## src/hdl/rht_pkg.sv

```systemverilog
// Shared types and constants for the reference-counted handle table.
package rht_pkg;

    localparam int unsigned WORD_W = 32;
    localparam logic [WORD_W-1:0] NO_HANDLE = '1;
    localparam logic [WORD_W-1:0] BASE_RESET = 32'hF800_0000;

    localparam logic [2:0] OP_ADD     = 3'd0;
    localparam logic [2:0] OP_DUP     = 3'd1;
    localparam logic [2:0] OP_RELEASE = 3'd2;
    localparam logic [2:0] OP_LOOKUP  = 3'd3;
    localparam logic [2:0] OP_CLEAR   = 3'd4;

    localparam logic [1:0] STAT_OK       = 2'd0;
    localparam logic [1:0] STAT_INVALID  = 2'd1;
    localparam logic [1:0] STAT_FULL     = 2'd2;
    localparam logic [1:0] STAT_OVERFLOW = 2'd3;

    typedef enum logic [3:0] {
        S_INIT_CLR,
        S_IDLE,
        S_DECODE,
        S_ERR,
        S_READ,
        S_EXEC,
        S_SCAN_RD,
        S_SCAN_CHK,
        S_CLR,
        S_CLR_DONE
    } t_state;

    typedef struct packed {
        logic load_item;
        logic decode;
        logic rd;
        logic exec;
        logic scan_next;
        logic add_commit;
        logic add_full;
        logic err;
        logic clr_step;
        logic clr_report;
    } t_dp_cmd;

    typedef struct packed {
        logic [2:0] op;
        logic       tag_zero;
        logic       slot_free;
        logic       probe_last;
        logic       clr_last;
        logic       out_free;
    } t_dp_status;

endpackage

```

## src/hdl/rht_in_if.sv

```systemverilog
// Input item channel of the handle table.
interface rht_in_if;
    logic        valid;
    logic        ready;
    logic [2:0]  operation;
    logic [31:0] handle;
    logic [31:0] object_value;

    modport source (output valid, output operation, output handle, output object_value,
                    input ready);
    modport sink (input valid, input operation, input handle, input object_value,
                  output ready);
endinterface

```

## src/hdl/rht_out_if.sv

```systemverilog
// Result item channel of the handle table.
interface rht_out_if;
    logic        valid;
    logic        ready;
    logic [31:0] handle_out;
    logic [31:0] object_out;
    logic [1:0]  status;
    logic        freed;

    modport source (output valid, output handle_out, output object_out, output status,
                    output freed, input ready);
    modport sink (input valid, input handle_out, input object_out, input status,
                  input freed, output ready);
endinterface

```

## src/hdl/rht_cfg_if.sv

```systemverilog
// Configuration write channel carrying the handle base register.
interface rht_cfg_if;
    logic        valid;
    logic        ready;
    logic [31:0] handle_base;

    modport source (output valid, output handle_base, input ready);
    modport sink (input valid, input handle_base, output ready);
endinterface

```

## src/hdl/rht_datapath.sv

```systemverilog
// Datapath of the handle table: slot memory, handle decode, search pointer and result register.
module rht_datapath #(
    parameter int unsigned TABLE_SLOTS = 64,
    parameter int unsigned COUNT_BITS  = 16
) (
    input  logic                i_clk,
    input  logic                i_rst_n,
    input  rht_pkg::t_dp_cmd    i_cmd,
    output rht_pkg::t_dp_status o_status,
    input  logic [2:0]          i_operation,
    input  logic [31:0]         i_handle,
    input  logic [31:0]         i_object_value,
    rht_cfg_if.sink             i_cfg,
    rht_out_if.source           o_out
);

    localparam int unsigned SLOT_W = $clog2(TABLE_SLOTS);
    localparam int unsigned MEM_W  = COUNT_BITS + rht_pkg::WORD_W;
    localparam logic [SLOT_W-1:0] LAST_SLOT = SLOT_W'(TABLE_SLOTS - 1);

    logic [MEM_W-1:0] r_mem [TABLE_SLOTS];
    logic [MEM_W-1:0] r_rd_data;

    logic [2:0]        r_op;
    logic [31:0]       r_handle;
    logic [31:0]       r_tag;
    logic              r_hvalid;
    logic [SLOT_W-1:0] r_addr;
    logic [SLOT_W-1:0] r_probe;
    logic [SLOT_W-1:0] r_search;
    logic [31:0]       r_base;

    logic        r_out_valid;
    logic [31:0] r_hout;
    logic [31:0] r_obj;
    logic [1:0]  r_stat;
    logic        r_freed;

    logic [31:0]           w_off;
    logic                  w_hvalid;
    logic [SLOT_W-1:0]     w_addr_next;
    logic [COUNT_BITS-1:0] w_cnt;
    logic [31:0]           w_slot_tag;
    logic                  w_ok;
    logic                  w_cnt_max;
    logic                  w_cnt_low;
    logic                  w_we;
    logic [MEM_W-1:0]      w_wdata;
    logic                  w_load;
    logic                  w_out_free;
    logic [31:0]           n_hout;
    logic [31:0]           n_obj;
    logic [1:0]            n_stat;
    logic                  n_freed;

    assign i_cfg.ready = 1'b1;

    assign w_off    = r_handle - r_base;
    assign w_hvalid = (r_handle != rht_pkg::NO_HANDLE) && (r_handle >= r_base)
                   && (w_off[31:2] < 30'(TABLE_SLOTS));

    assign w_addr_next = (r_addr == LAST_SLOT) ? '0 : r_addr + SLOT_W'(1);

    assign w_cnt      = r_rd_data[MEM_W-1:rht_pkg::WORD_W];
    assign w_slot_tag = r_rd_data[rht_pkg::WORD_W-1:0];
    assign w_ok       = r_hvalid && (w_slot_tag != '0);
    assign w_cnt_max  = (w_cnt == '1);
    assign w_cnt_low  = (w_cnt[COUNT_BITS-1:1] == '0);

    assign w_out_free = !r_out_valid || o_out.ready;
    assign w_load = i_cmd.exec || i_cmd.add_commit || i_cmd.add_full || i_cmd.err
                 || i_cmd.clr_report;

    assign o_status.op         = r_op;
    assign o_status.tag_zero   = (r_tag == '0);
    assign o_status.slot_free  = (w_slot_tag == '0) && (w_cnt == '0);
    assign o_status.probe_last = (r_probe == LAST_SLOT);
    assign o_status.clr_last   = (r_addr == LAST_SLOT);
    assign o_status.out_free   = w_out_free;

    // Memory write data and the next result, selected by the command in force.
    always_comb begin
        w_we    = 1'b0;
        w_wdata = '0;
        n_hout  = rht_pkg::NO_HANDLE;
        n_obj   = '0;
        n_stat  = rht_pkg::STAT_INVALID;
        n_freed = 1'b0;
        if (i_cmd.clr_step) begin
            w_we = 1'b1;
        end
        if (i_cmd.clr_report) begin
            n_stat = rht_pkg::STAT_OK;
        end
        if (i_cmd.add_full) begin
            n_stat = rht_pkg::STAT_FULL;
        end
        if (i_cmd.add_commit) begin
            w_we    = 1'b1;
            w_wdata = {COUNT_BITS'(1), r_tag};
            n_hout  = r_base + 32'({r_addr, 2'b00});
            n_stat  = rht_pkg::STAT_OK;
        end
        if (i_cmd.exec && w_ok) begin
            n_hout = r_handle;
            case (r_op)
                rht_pkg::OP_DUP: begin
                    if (w_cnt_max) begin
                        n_stat = rht_pkg::STAT_OVERFLOW;
                    end else begin
                        n_stat  = rht_pkg::STAT_OK;
                        w_we    = 1'b1;
                        w_wdata = {w_cnt + COUNT_BITS'(1), w_slot_tag};
                    end
                end
                rht_pkg::OP_RELEASE: begin
                    n_stat = rht_pkg::STAT_OK;
                    w_we   = 1'b1;
                    if (w_cnt_low) begin
                        w_wdata = '0;
                        n_freed = 1'b1;
                    end else begin
                        w_wdata = {w_cnt - COUNT_BITS'(1), w_slot_tag};
                    end
                end
                rht_pkg::OP_LOOKUP: begin
                    n_stat = rht_pkg::STAT_OK;
                    n_obj  = w_slot_tag;
                end
                default: begin
                    n_hout = rht_pkg::NO_HANDLE;
                end
            endcase
        end
    end

    always_ff @(posedge i_clk) begin
        if (w_we) begin
            r_mem[r_addr] <= w_wdata;
        end
        if (i_cmd.rd) begin
            r_rd_data <= r_mem[r_addr];
        end
    end

    always_ff @(posedge i_clk) begin
        if (!i_rst_n) begin
            r_addr      <= '0;
            r_search    <= '0;
            r_base      <= rht_pkg::BASE_RESET;
            r_out_valid <= 1'b0;
        end else begin
            if (i_cfg.valid) begin
                r_base <= i_cfg.handle_base;
            end
            if (i_cmd.decode) begin
                case (r_op)
                    rht_pkg::OP_ADD: r_addr <= r_search;
                    rht_pkg::OP_CLEAR: r_addr <= '0;
                    default: r_addr <= w_hvalid ? w_off[SLOT_W+1:2] : '0;
                endcase
            end
            if (i_cmd.scan_next || i_cmd.clr_step) begin
                r_addr <= w_addr_next;
            end
            if (i_cmd.clr_step) begin
                r_search <= '0;
            end
            if (i_cmd.add_commit) begin
                r_search <= w_addr_next;
            end
            if (w_load) begin
                r_out_valid <= 1'b1;
            end else if (o_out.ready) begin
                r_out_valid <= 1'b0;
            end
        end
    end

    always_ff @(posedge i_clk) begin
        if (i_cmd.load_item) begin
            r_op     <= i_operation;
            r_handle <= i_handle;
            r_tag    <= i_object_value;
        end
        if (i_cmd.decode) begin
            r_hvalid <= w_hvalid;
            r_probe  <= '0;
        end
        if (i_cmd.scan_next) begin
            r_probe <= r_probe + SLOT_W'(1);
        end
        if (w_load) begin
            r_hout  <= n_hout;
            r_obj   <= n_obj;
            r_stat  <= n_stat;
            r_freed <= n_freed;
        end
    end

    assign o_out.valid      = r_out_valid;
    assign o_out.handle_out = r_hout;
    assign o_out.object_out = r_obj;
    assign o_out.status     = r_stat;
    assign o_out.freed      = r_freed;

`ifndef SYNTHESIS
    // A new result is loaded only into an empty or departing result register.
    a_load_free: assert property (@(posedge i_clk) disable iff (!i_rst_n)
        w_load |-> w_out_free)
        else $error("result loaded over an untaken result");

    a_write_range: assert property (@(posedge i_clk) disable iff (!i_rst_n)
        w_we |-> (r_addr <= LAST_SLOT))
        else $error("slot write outside the table");

    a_freed_ok: assert property (@(posedge i_clk) disable iff (!i_rst_n)
        (o_out.valid && o_out.freed) |-> (o_out.status == rht_pkg::STAT_OK))
        else $error("freed flag on a failed release");

    // After an add the search resumes past the slot just taken.
    a_search_moves: assert property (@(posedge i_clk) disable iff (!i_rst_n)
        i_cmd.add_commit |=> (r_search != $past(r_addr)))
        else $error("search pointer did not move past the new slot");
`endif

endmodule

```

## src/hdl/rht_ctrl.sv

```systemverilog
// Controller state machine sequencing decode, slot access, free-slot search and clearing.
module rht_ctrl (
    input  logic                i_clk,
    input  logic                i_rst_n,
    input  logic                i_in_valid,
    output logic                o_in_ready,
    input  rht_pkg::t_dp_status i_status,
    output rht_pkg::t_dp_cmd    o_cmd
);

    rht_pkg::t_state r_state;
    rht_pkg::t_state n_state;

    always_ff @(posedge i_clk) begin
        if (!i_rst_n) begin
            r_state <= rht_pkg::S_INIT_CLR;
        end else begin
            r_state <= n_state;
        end
    end

    always_comb begin
        n_state    = r_state;
        o_cmd      = '0;
        o_in_ready = 1'b0;
        case (r_state)
            rht_pkg::S_INIT_CLR: begin
                o_cmd.clr_step = 1'b1;
                if (i_status.clr_last) begin
                    n_state = rht_pkg::S_IDLE;
                end
            end
            rht_pkg::S_IDLE: begin
                o_in_ready = 1'b1;
                if (i_in_valid) begin
                    o_cmd.load_item = 1'b1;
                    n_state = rht_pkg::S_DECODE;
                end
            end
            rht_pkg::S_DECODE: begin
                o_cmd.decode = 1'b1;
                case (i_status.op)
                    rht_pkg::OP_ADD: begin
                        n_state = i_status.tag_zero ? rht_pkg::S_ERR : rht_pkg::S_SCAN_RD;
                    end
                    rht_pkg::OP_DUP,
                    rht_pkg::OP_RELEASE,
                    rht_pkg::OP_LOOKUP: n_state = rht_pkg::S_READ;
                    rht_pkg::OP_CLEAR: n_state = rht_pkg::S_CLR;
                    default: n_state = rht_pkg::S_ERR;
                endcase
            end
            rht_pkg::S_ERR: begin
                if (i_status.out_free) begin
                    o_cmd.err = 1'b1;
                    n_state = rht_pkg::S_IDLE;
                end
            end
            rht_pkg::S_READ: begin
                o_cmd.rd = 1'b1;
                n_state = rht_pkg::S_EXEC;
            end
            rht_pkg::S_EXEC: begin
                if (i_status.out_free) begin
                    o_cmd.exec = 1'b1;
                    n_state = rht_pkg::S_IDLE;
                end
            end
            rht_pkg::S_SCAN_RD: begin
                o_cmd.rd = 1'b1;
                n_state = rht_pkg::S_SCAN_CHK;
            end
            rht_pkg::S_SCAN_CHK: begin
                if (i_status.slot_free) begin
                    if (i_status.out_free) begin
                        o_cmd.add_commit = 1'b1;
                        n_state = rht_pkg::S_IDLE;
                    end
                end else if (i_status.probe_last) begin
                    if (i_status.out_free) begin
                        o_cmd.add_full = 1'b1;
                        n_state = rht_pkg::S_IDLE;
                    end
                end else begin
                    o_cmd.scan_next = 1'b1;
                    n_state = rht_pkg::S_SCAN_RD;
                end
            end
            rht_pkg::S_CLR: begin
                o_cmd.clr_step = 1'b1;
                if (i_status.clr_last) begin
                    n_state = rht_pkg::S_CLR_DONE;
                end
            end
            rht_pkg::S_CLR_DONE: begin
                if (i_status.out_free) begin
                    o_cmd.clr_report = 1'b1;
                    n_state = rht_pkg::S_IDLE;
                end
            end
            default: begin
                n_state = rht_pkg::S_INIT_CLR;
            end
        endcase
    end

`ifndef SYNTHESIS
    a_accept_decode: assert property (@(posedge i_clk) disable iff (!i_rst_n)
        (i_in_valid && o_in_ready) |=> (r_state == rht_pkg::S_DECODE))
        else $error("accepted transaction not decoded next");

    // Memory writes of a clearing sweep never overlap the result of an operation.
    a_clr_alone: assert property (@(posedge i_clk) disable iff (!i_rst_n)
        o_cmd.clr_step |-> !(o_cmd.exec || o_cmd.add_commit || o_cmd.load_item))
        else $error("clearing step combined with another slot operation");

    a_scan_after_read: assert property (@(posedge i_clk) disable iff (!i_rst_n)
        (r_state == rht_pkg::S_SCAN_CHK) |-> ($past(r_state) == rht_pkg::S_SCAN_RD
            || $past(r_state) == rht_pkg::S_SCAN_CHK))
        else $error("slot check without a preceding slot read");
`endif

endmodule

```

## src/hdl/refcounted_handle_table_unit.sv

```systemverilog
// Top level of the reference-counted handle table.
//
//  channel   modport  direction  carries
//  i_in      sink     in         operation, handle, object_value
//  o_out     source   out        handle_out, object_out, status, freed
//  i_cfg     sink     in         handle_base (always ready)
//
// Duplicate, release and lookup pass from acceptance to result through decode, slot
// read and update; the single-port slot memory sets this sequence.
// Add decodes and then probes from 1 to TABLE_SLOTS slots, with one memory read and
// one check per probed slot. Clear sweeps every slot and then reports its result.
// After reset a clearing pass over every slot runs before the first transaction
// is accepted; configuration writes are taken throughout.
// One item is in work at a time; a result waiting in the output register stalls
// only the next result, not the next acceptance.
module refcounted_handle_table_unit #(
    parameter int unsigned TABLE_SLOTS = 64,
    parameter int unsigned COUNT_BITS  = 16
) (
    input  logic      i_clk,
    input  logic      i_rst_n,
    rht_in_if.sink    i_in,
    rht_out_if.source o_out,
    rht_cfg_if.sink   i_cfg
);

    rht_pkg::t_dp_cmd    w_cmd;
    rht_pkg::t_dp_status w_status;
    logic                w_in_ready;

    assign i_in.ready = w_in_ready;

    rht_ctrl u_ctrl (
        .i_clk      (i_clk),
        .i_rst_n    (i_rst_n),
        .i_in_valid (i_in.valid),
        .o_in_ready (w_in_ready),
        .i_status   (w_status),
        .o_cmd      (w_cmd)
    );

    rht_datapath #(
        .TABLE_SLOTS (TABLE_SLOTS),
        .COUNT_BITS  (COUNT_BITS)
    ) u_datapath (
        .i_clk          (i_clk),
        .i_rst_n        (i_rst_n),
        .i_cmd          (w_cmd),
        .o_status       (w_status),
        .i_operation    (i_in.operation),
        .i_handle       (i_in.handle),
        .i_object_value (i_in.object_value),
        .i_cfg          (i_cfg),
        .o_out          (o_out)
    );

endmodule
```

## src/flat_wrapper.sv

```systemverilog
// flat-port wrapper written by rule: the top's interface ports become plain ports
module refcounted_handle_table_unit_flat 
#(
    parameter int unsigned TABLE_SLOTS = 64,
    parameter int unsigned COUNT_BITS  = 16
)
  (i_clk, i_rst_n, i_in_valid, i_in_operation, i_in_handle, i_in_object_value, i_in_ready, o_out_valid, o_out_handle_out, o_out_object_out, o_out_status, o_out_freed, o_out_ready, i_cfg_valid, i_cfg_handle_base, i_cfg_ready);
  rht_in_if i_in_i ();
  rht_out_if o_out_i ();
  rht_cfg_if i_cfg_i ();
  input  logic i_clk;
  input  logic i_rst_n;
  input wire logic [$bits(i_in_i.valid)-1:0] i_in_valid;
  input wire logic [$bits(i_in_i.operation)-1:0] i_in_operation;
  input wire logic [$bits(i_in_i.handle)-1:0] i_in_handle;
  input wire logic [$bits(i_in_i.object_value)-1:0] i_in_object_value;
  output wire logic [$bits(i_in_i.ready)-1:0] i_in_ready;
  output wire logic [$bits(o_out_i.valid)-1:0] o_out_valid;
  output wire logic [$bits(o_out_i.handle_out)-1:0] o_out_handle_out;
  output wire logic [$bits(o_out_i.object_out)-1:0] o_out_object_out;
  output wire logic [$bits(o_out_i.status)-1:0] o_out_status;
  output wire logic [$bits(o_out_i.freed)-1:0] o_out_freed;
  input wire logic [$bits(o_out_i.ready)-1:0] o_out_ready;
  input wire logic [$bits(i_cfg_i.valid)-1:0] i_cfg_valid;
  input wire logic [$bits(i_cfg_i.handle_base)-1:0] i_cfg_handle_base;
  output wire logic [$bits(i_cfg_i.ready)-1:0] i_cfg_ready;
  assign i_in_i.valid = i_in_valid;
  assign i_in_i.operation = i_in_operation;
  assign i_in_i.handle = i_in_handle;
  assign i_in_i.object_value = i_in_object_value;
  assign i_in_ready = i_in_i.ready;
  assign o_out_valid = o_out_i.valid;
  assign o_out_handle_out = o_out_i.handle_out;
  assign o_out_object_out = o_out_i.object_out;
  assign o_out_status = o_out_i.status;
  assign o_out_freed = o_out_i.freed;
  assign o_out_i.ready = o_out_ready;
  assign i_cfg_i.valid = i_cfg_valid;
  assign i_cfg_i.handle_base = i_cfg_handle_base;
  assign i_cfg_ready = i_cfg_i.ready;
  refcounted_handle_table_unit #(.TABLE_SLOTS(TABLE_SLOTS), .COUNT_BITS(COUNT_BITS)) u_core (.i_clk(i_clk), .i_rst_n(i_rst_n), .i_in(i_in_i), .o_out(o_out_i), .i_cfg(i_cfg_i));
endmodule
```

## config.mk

```make
export PLATFORM = sky130hd
export DESIGN_NAME = refcounted_handle_table_unit_flat
export DESIGN_NICKNAME = d
export VERILOG_FILES = /design/src/hdl/rht_pkg.sv /design/src/hdl/rht_in_if.sv /design/src/hdl/rht_out_if.sv /design/src/hdl/rht_cfg_if.sv /design/src/hdl/rht_datapath.sv /design/src/hdl/rht_ctrl.sv /design/src/hdl/refcounted_handle_table_unit.sv /design/src/flat_wrapper.sv
export SDC_FILE = /design/constraint.sdc
export NUM_CORES = 2
export LEC_CHECK = 0
export ABC_AREA = 1
export BUFFER_PORTS_ARGS = -buffer_cell sky130_fd_sc_hd__buf_2
export CORE_MARGIN = 2
export CORE_UTILIZATION = 35
export CTS_BUF_LIST = sky130_fd_sc_hd__clkbuf_4 sky130_fd_sc_hd__clkbuf_8
export CTS_CLUSTER_SIZE = 10
export DETAILED_ROUTE_END_ITERATION = 6
export GPL_TIMING_DRIVEN = 0
export PLACE_DENSITY_LB_ADDON = 0.08
export REMOVE_ABC_BUFFERS = 1
export SYNTH_ARGS = -nofsm -noshare
export SYNTH_HDL_FRONTEND = slang
export SYNTH_SLANG_ARGS = --single-unit
```

## constraint.sdc

```tcl
create_clock -name i_clk -period 5 [get_ports i_clk]
set_input_delay 0.5 -clock i_clk [delete_from_list [all_inputs] [get_ports i_clk]]
set_output_delay 0.5 -clock i_clk [all_outputs]
set_load 0.01 [all_outputs]
```

# Yosys cells after proc, flatten, opt, wreduce, memory -nomap -nowiden
# Memories as Yosys holds them, arrays and structs flattened. A register that Yosys moved wholly into a read port is not among the register bits.
# Index checks and enable logic that the tools add are counted.
[word_totals]
regBits = 190
ramBits = 3072
in_bits = 104
out_inout_bits = 70
wordCells = 132
n_memories = 1
[mem_list]
columns = ["name", "depth", "width", "read_ports", "rd_clocked_by_memory_dff", "wr", "line", "source"]
rows = [
  ["u_core.u_datapath.r_mem", 64, 48, 1, 1, 1, "rht_datapath.sv:21", "logic [MEM_W-1:0] r_mem [TABLE_SLOTS];"],
]
[op_classes]
add_sub_neg = 6
magnitude_cmp = 2
n_eq_ne = 20
mux = 58
n_reduce_logical = 31
[op_table]
columns = ["operator", "count"]
rows = [
  ["two-way mux 48 bit", 3],
  ["two-way mux 32 bit", 3],
  ["one-hot mux 48 bit (2 select lines)", 1],
  ["logical NOT 32 bit", 2],
  ["two-way mux 6 bit", 8],
  ["two-way mux 33 bit", 1],
  ["adder 32 x 8 -> 32 bit", 1],
  [">= comparator 32 bit", 1],
  ["inequality test 32 bit, second input constant", 1],
  ["one-hot mux 4 bit (8 select lines)", 1],
  ["nonzero test 32 bit", 1],
  ["subtractor 32 bit", 1],
  ["< comparator 30 x 7 -> 1 bit, second input constant", 1],
  ["two-way mux 1 bit", 25],
  ["two-way mux 4 bit", 6],
  ["adder 16 x 1 -> 16 bit, second input constant", 1],
  ["== test 16 bit, second input constant", 1],
  ["== test 4 x 3 -> 1 bit, second input constant", 4],
  ["logical NOT 16 bit", 1],
  ["subtractor 16 x 1 -> 16 bit, second input constant", 1],
  ["logical NOT 15 bit", 1],
  ["adder 6 x 1 -> 6 bit, second input constant", 2],
  ["== test 6 bit, second input constant", 2],
  ["one-hot mux 4 bit (3 select lines)", 1],
  ["other kinds (22)", 47],
]

# Logic depth before layout (Yosys ltp)
[logic_depth]
ltp_word = 12
mapped_depth = 22
ltp_nobuf = 22

# Cells and area by module
# Synthesis repeated with hierarchy kept, for this count alone.
[unflattened]
cells_unflattened = 8426
hier_area_um2 = 126070.9
[modules_own_cells]
columns = ["module", "instances", "cells_each", "area_each_um2", "seq_area_each_um2"]
rows = [
  ["rht_datapath", 1, 8338, 125601.7, 98824.8],
  ["rht_ctrl", 1, 88, 469.2, 80.1],
]

# Least setup slack after synthesis
# OpenSTA, ideal clock, no wires.
[synth_path]
path_kind = "reg-to-reg"
from = "register u_core.u_datapath.r_rd_data[32] (read register of u_core.u_datapath.r_mem)"
to = "memory u_core.u_datapath.r_mem[0][31] (netlist bit) (data pin)"
t_arrival_ns = 4.447
required_ns = 4.272
setup_slack_ns = -0.175
stages_incl_launch_ff = 12
path_cell_list = "edfxtp_1 > ha_1 > nand3_2 > nor3_2 > inv_2 > nor4_4 > nand3_2 > nor3_2 > a21oi_2 > nor2_2 > buf_4 > o32ai_1"
[synth_between]
elab_chain_len = 8
word_cells_on_any_way = 9
cone_classes = "eq/ne (1); mux (6); reduce/logical (2)"
[synth_lines]
columns = ["element", "line", "source"]
rows = [
  ["start, declared", "rht_datapath.sv:22", "logic [MEM_W-1:0] r_rd_data;"],
  ["logical NOT 16 bit", "rht_datapath.sv:76", "assign o_status.slot_free = (w_slot_tag == '0) && (w_cnt == '0);"],
  ["logical AND 1 bit", "rht_datapath.sv:76", ""],
  ["two-way mux 1 bit", "rht_ctrl.sv:74", "if (i_status.slot_free) begin"],
  ["two-way mux 3 bit", "rht_ctrl.sv:26", "case (r_state)"],
  ["two-way mux 33 bit", "rht_datapath.sv:98", "if (i_cmd.add_commit) begin"],
  ["two-way mux 48 bit", "rht_datapath.sv:108", "if (w_cnt_max) begin"],
  ["one-hot mux 48 bit (2 select lines)", "rht_datapath.sv:106", "case (r_op)"],
  ["two-way mux 48 bit *", "rht_datapath.sv:104", "if (i_cmd.exec && w_ok) begin"],
  ["named net u_core.u_datapath.w_wdata[31]", "rht_datapath.sv:48", "logic [MEM_W-1:0] w_wdata;"],
  ["end, declared", "rht_datapath.sv:21", ""],
]
# Mark *: on every way through the listed nets, which the timed path passes. The rest lies on a longest branch.

# Final worst setup path
[layout_path]
from = "register u_core.u_datapath.r_rd_data[3] (read register of u_core.u_datapath.r_mem)"
to = "register u_core.u_datapath.r_obj[3] (netlist: u_core.u_datapath.o_out.object_out[3]) (data pin)"
[layout_between]
elab_chain_len = 4
[layout_lines]
columns = ["element", "line", "source"]
rows = [
  ["nonzero test 32 bit", "rht_datapath.sv:66", "assign w_ok = r_hvalid && (w_slot_tag != '0);"],
  ["logical AND 1 bit", "rht_datapath.sv:66", ""],
  ["logical AND 1 bit", "rht_datapath.sv:104", ""],
  ["AND reduction 2 bit (no line)", "-", ""],
  ["end signal, assigned", "rht_datapath.sv:195", "r_obj <= n_obj;"],
  ["end, declared", "rht_datapath.sv:35", "logic [31:0] r_obj;"],
]
# Parallel ways exist; a longest one is shown, timed or not.
# A chain may end at the register's enable or synchronous reset.

==> flow_summary.ini <==
[routing]
first_pass_iters = 6
drt_iter0_markers = 9964
drc = 0
viasPerCell = 5.577
dr_total_vias = 81630
routed_wl_um = 490500
drtAntennaViolNets = 0
wire_per_inst_um = 33.52

[clock_network]
h-tree-depth = 6
root_buffer = clkbuf_8
clock_path_buffers = 4
cts_tree = done
insertion_delay_ps = 1240
clock_sinks = 3310
cts_made_buffers = 583
clk_pin_slew_worst_paths_ps = 60

[floorplanning]
die_area_mm2 = 0.3637
die_y_um = 603.1
coreArea_mm2 = 0.3565
die_x_um = 603.1
pin_count = 174
start_util_pct = 35.23
core.rowCount = 219

[global_routing]
antenna_found_initial = 18
grt_pass1_vias = 79930
grt_pass1_wl_um = 666100
overflow = 0
grt_max_degree = 91
grt.total_usage_pct = 26.39

[logic_synthesis]
yosys.area_share.simple_pct = 8.653
synth_fa_ha_area_share_pct = 0.4343
post_synth.cell_area_avg_um2 = 15.26
yosysWarnings = 0
ys_seq_area_share_pct = 78.74
synth-edff-count = 3261
synthDistinctLibCells = 61
synth_compound_area_share_pct = 9.415
synthFlopType = edfxtp_1
netlist_area_mm2 = 0.1256
muxShareOfSynthArea_pct = 0
async_flop_share_pct = 0
synth_top_family_by_area = compound AO/OA/AOI/OAI gates
synth_xor_area_share_pct = 0.2022
synthCells = 8230
postSynthRegisterBits = 3310

[sta]
drv_slew = 0
post-route-period-util_pct = 99.63
period_needed_ps = 4981
skew_ps = 80.07
hold_viol_final = 0
fin_setup_tns_ps = 0
tightest_slew_ps = 1409
finalSetupViolations = 0
clock.fmax_ghz = 0.2007
slew_headroom_pct = 5.956

[setup_path]
endpoint_kind = flip-flop
cp-start-kind = flip-flop
worstSetupPathType = flip-flop to flip-flop
worst-path-max-fanout = 29
r2r_slack_ps = 20
ff2ff_path_depth = 9
cp.required_ps = 5830
cp.arrival_ps = 5810

[pwr]
p_leak_nw = 49.88
ir_drop_mv = 0.2990
p_per_area_mw_per_mm2 = 368.9

[min_path]
hold_depth = 2
hp-class = primary input to flip-flop

[cells_and_area]
drive_gt1_share_pct = 19.20
stdcell_area_mm2 = 0.1583
areaGrowthSynthToFinish_pct = 26.03
nets = 9583

[place]
place_congestion = 0.8355
hpwl_um = 329500
numPortBuffers = 172
dpl-instance-area_mm2 = 0.1443

[run]
cap_violations = 0

[run_status]
status = finished, final reports clean
-- power breakdown --
group          switching (mW)  internal, mW  total, mW
Clock                    11.3          12.8       24.1
Sequential             0.0635          30.3       30.3
Combinational            2.25          1.72       3.97
Total                    13.6          44.8       58.4
-- what timing repair did --
action / in CTS / in global routing
endpoints found under the hold margin: 149 / 0
buffers inserted: 71 / 0
pin swaps: 34 / 0
endpoints found under the setup margin: 4788 / 96
resized for setup: 8 / 1
gates cloned: 1 / 0
hold buffers: 216 / 0
-- per-stage QoR --
| step | std cells | total power [mW] | setup slack (ps) | utilization (%) | hold slack (ps) |
|---|---|---|---|---|---|
| after global placement | 12740 | 35.09 | -47770 | 36.66 | 449.1 |
| after floorplan | 7820 | 33.25 | -10470 | - | 441.0 |
| after detailed placement | 13310 | 34.69 | -1461 | 40.48 | 456.0 |
| after global routing | 14630 | 60.36 | -9.688 | 44.40 | 21.23 |
| after CTS | 14620 | 58.91 | 29.67 | 44.39 | 2.735 |
| final | 14640 | 58.40 | 18.60 | 44.41 | 91.44 |
-- worst max-delay path, stage by stage (launching register included) --
cell	delay [ps]
edfxtp_1	660
nor4_2	70
buf_4	210
nand4_1	180
nor2_2	120
inv_1	220
nand3_4	390
inv_1	750
nand2_4	720
nor2_1	1150
-- cell type report --
cell class	count	area [µm²]
diodes	19	47.55
inverters	391	1476
repair buffers	1030	16120
well taps	4751	5944
clock buffers	806	9804
multi-input cells	4120	24850
clock inverters	208	1149
flip-flops and latches	3310	98900
fillers	31360	198200
-- path summary, 6_finish.rpt --
check,start,to
worst max-delay path,u_core.u_datapath.r_rd_data[3],u_core.u_datapath.o_out.object_out[3]
worst max register to register,u_core.u_datapath.r_rd_data[3],u_core.u_datapath.o_out.object_out[3]
worst min register to register,u_core.u_datapath.r_search[2],u_core.u_datapath.r_search[2]
worst min-delay path,i_in_object_value[2],u_core.u_datapath.r_tag[2]
-- registers in the layout (all words and copies together), names as in the netlist --
signal	cells
u_core.u_datapath.r_mem	3072
u_core.u_datapath.r_rd_data	48
u_core.u_datapath.o_out.handle_out	32
u_core.u_datapath.o_out.object_out	32
u_core.u_datapath.r_base	32
u_core.u_datapath.r_handle	32
u_core.u_datapath.r_tag	32
u_core.u_datapath.r_addr	6
u_core.u_datapath.r_probe	6
u_core.u_datapath.r_search	6
u_core.u_ctrl.r_state	4
u_core.u_datapath.r_op	3
u_core.u_datapath.o_out.status	2
u_core.u_datapath.o_out.freed	1
u_core.u_datapath.o_out.valid	1
u_core.u_datapath.r_hvalid	1
-- synthesized netlist by cell type (all sizes together) (3+ instances only) --
master / count / area (µm²)
a21oi: 194 / 974.7
nor2: 263 / 1012
nor3: 50 / 300.3
ha: 42 / 525.5
o21bai: 5 / 37.54
o211ai: 6 / 45.04
a211oi: 7 / 52.55
o32ai: 15 / 131.4
nor4: 20 / 140.1
a221oi: 330 / 2890
edfxtp: 3261 / 97920
buf: 221 / 1025
nor3b: 7 / 52.55
o31ai: 10 / 75.07
o22ai: 18 / 112.6
a22oi: 505 / 3791
nand3: 143 / 735.7
o21ai: 144 / 735.7
nand2: 1544 / 5882
or3: 3 / 18.77
clkbuf: 189 / 709.4
xnor2: 5 / 43.79
or2: 24 / 150.1
nand3b: 4 / 30.03
clkinv: 8 / 30.03
o21a: 3 / 22.52
xor2: 24 / 210.2
dfxtp: 49 / 980.9
a31oi: 24 / 150.1
nand4: 405 / 2534
a22o: 304 / 2663
inv: 383 / 1438
-- cell families after synthesis --
| group | Yosys count |
|---|---|
| AOI/OAI and AO/OA | 1581 |
| xor gates and xnor gates | 29 |
| adders and majority gates | 43 |
| buffers and inverters | 801 |
| DFF | 3310 |
| other | 1 |
| and+or+nand+nor | 2465 |
-- metal layers --
layer	vias to the layer above	GRT usage (%)	part of all wire [%]	routed length (µm)
met5	-	0	0.0075	37
met2	3710	41.96	46	226800
met3	818	4.096	7.2	35150
li1	34510	-	-	-
met4	6	8.959	3.5	17060
met1	42580	36.91	43	211500
-- layout by cell type, fill, tap and decap left out, drive strengths merged, types with 15 or more instances in the layout --
cell / Yosys / routed
o22ai: 18 / 18
o32ai: 15 / 15
diode: 0 / 19
o21ai: 144 / 144
a22oi: 505 / 505
nand3: 143 / 144
nor4: 20 / 20
a31oi: 24 / 24
a21oi: 194 / 194
edfxtp: 3261 / 3261
clkinv: 8 / 173
nor2: 263 / 263
or2: 24 / 24
dlygate4sd3: 0 / 216
xor2: 24 / 24
dfxtp: 49 / 49
buf: 221 / 814
nand2: 1544 / 1544
nor3: 50 / 50
clkinvlp: 0 / 16
a22o: 304 / 304
a221oi: 330 / 330
ha: 42 / 42
inv: 383 / 407
clkbuf: 189 / 806
nand4: 405 / 405
Power figures use the tool's default switching activity.
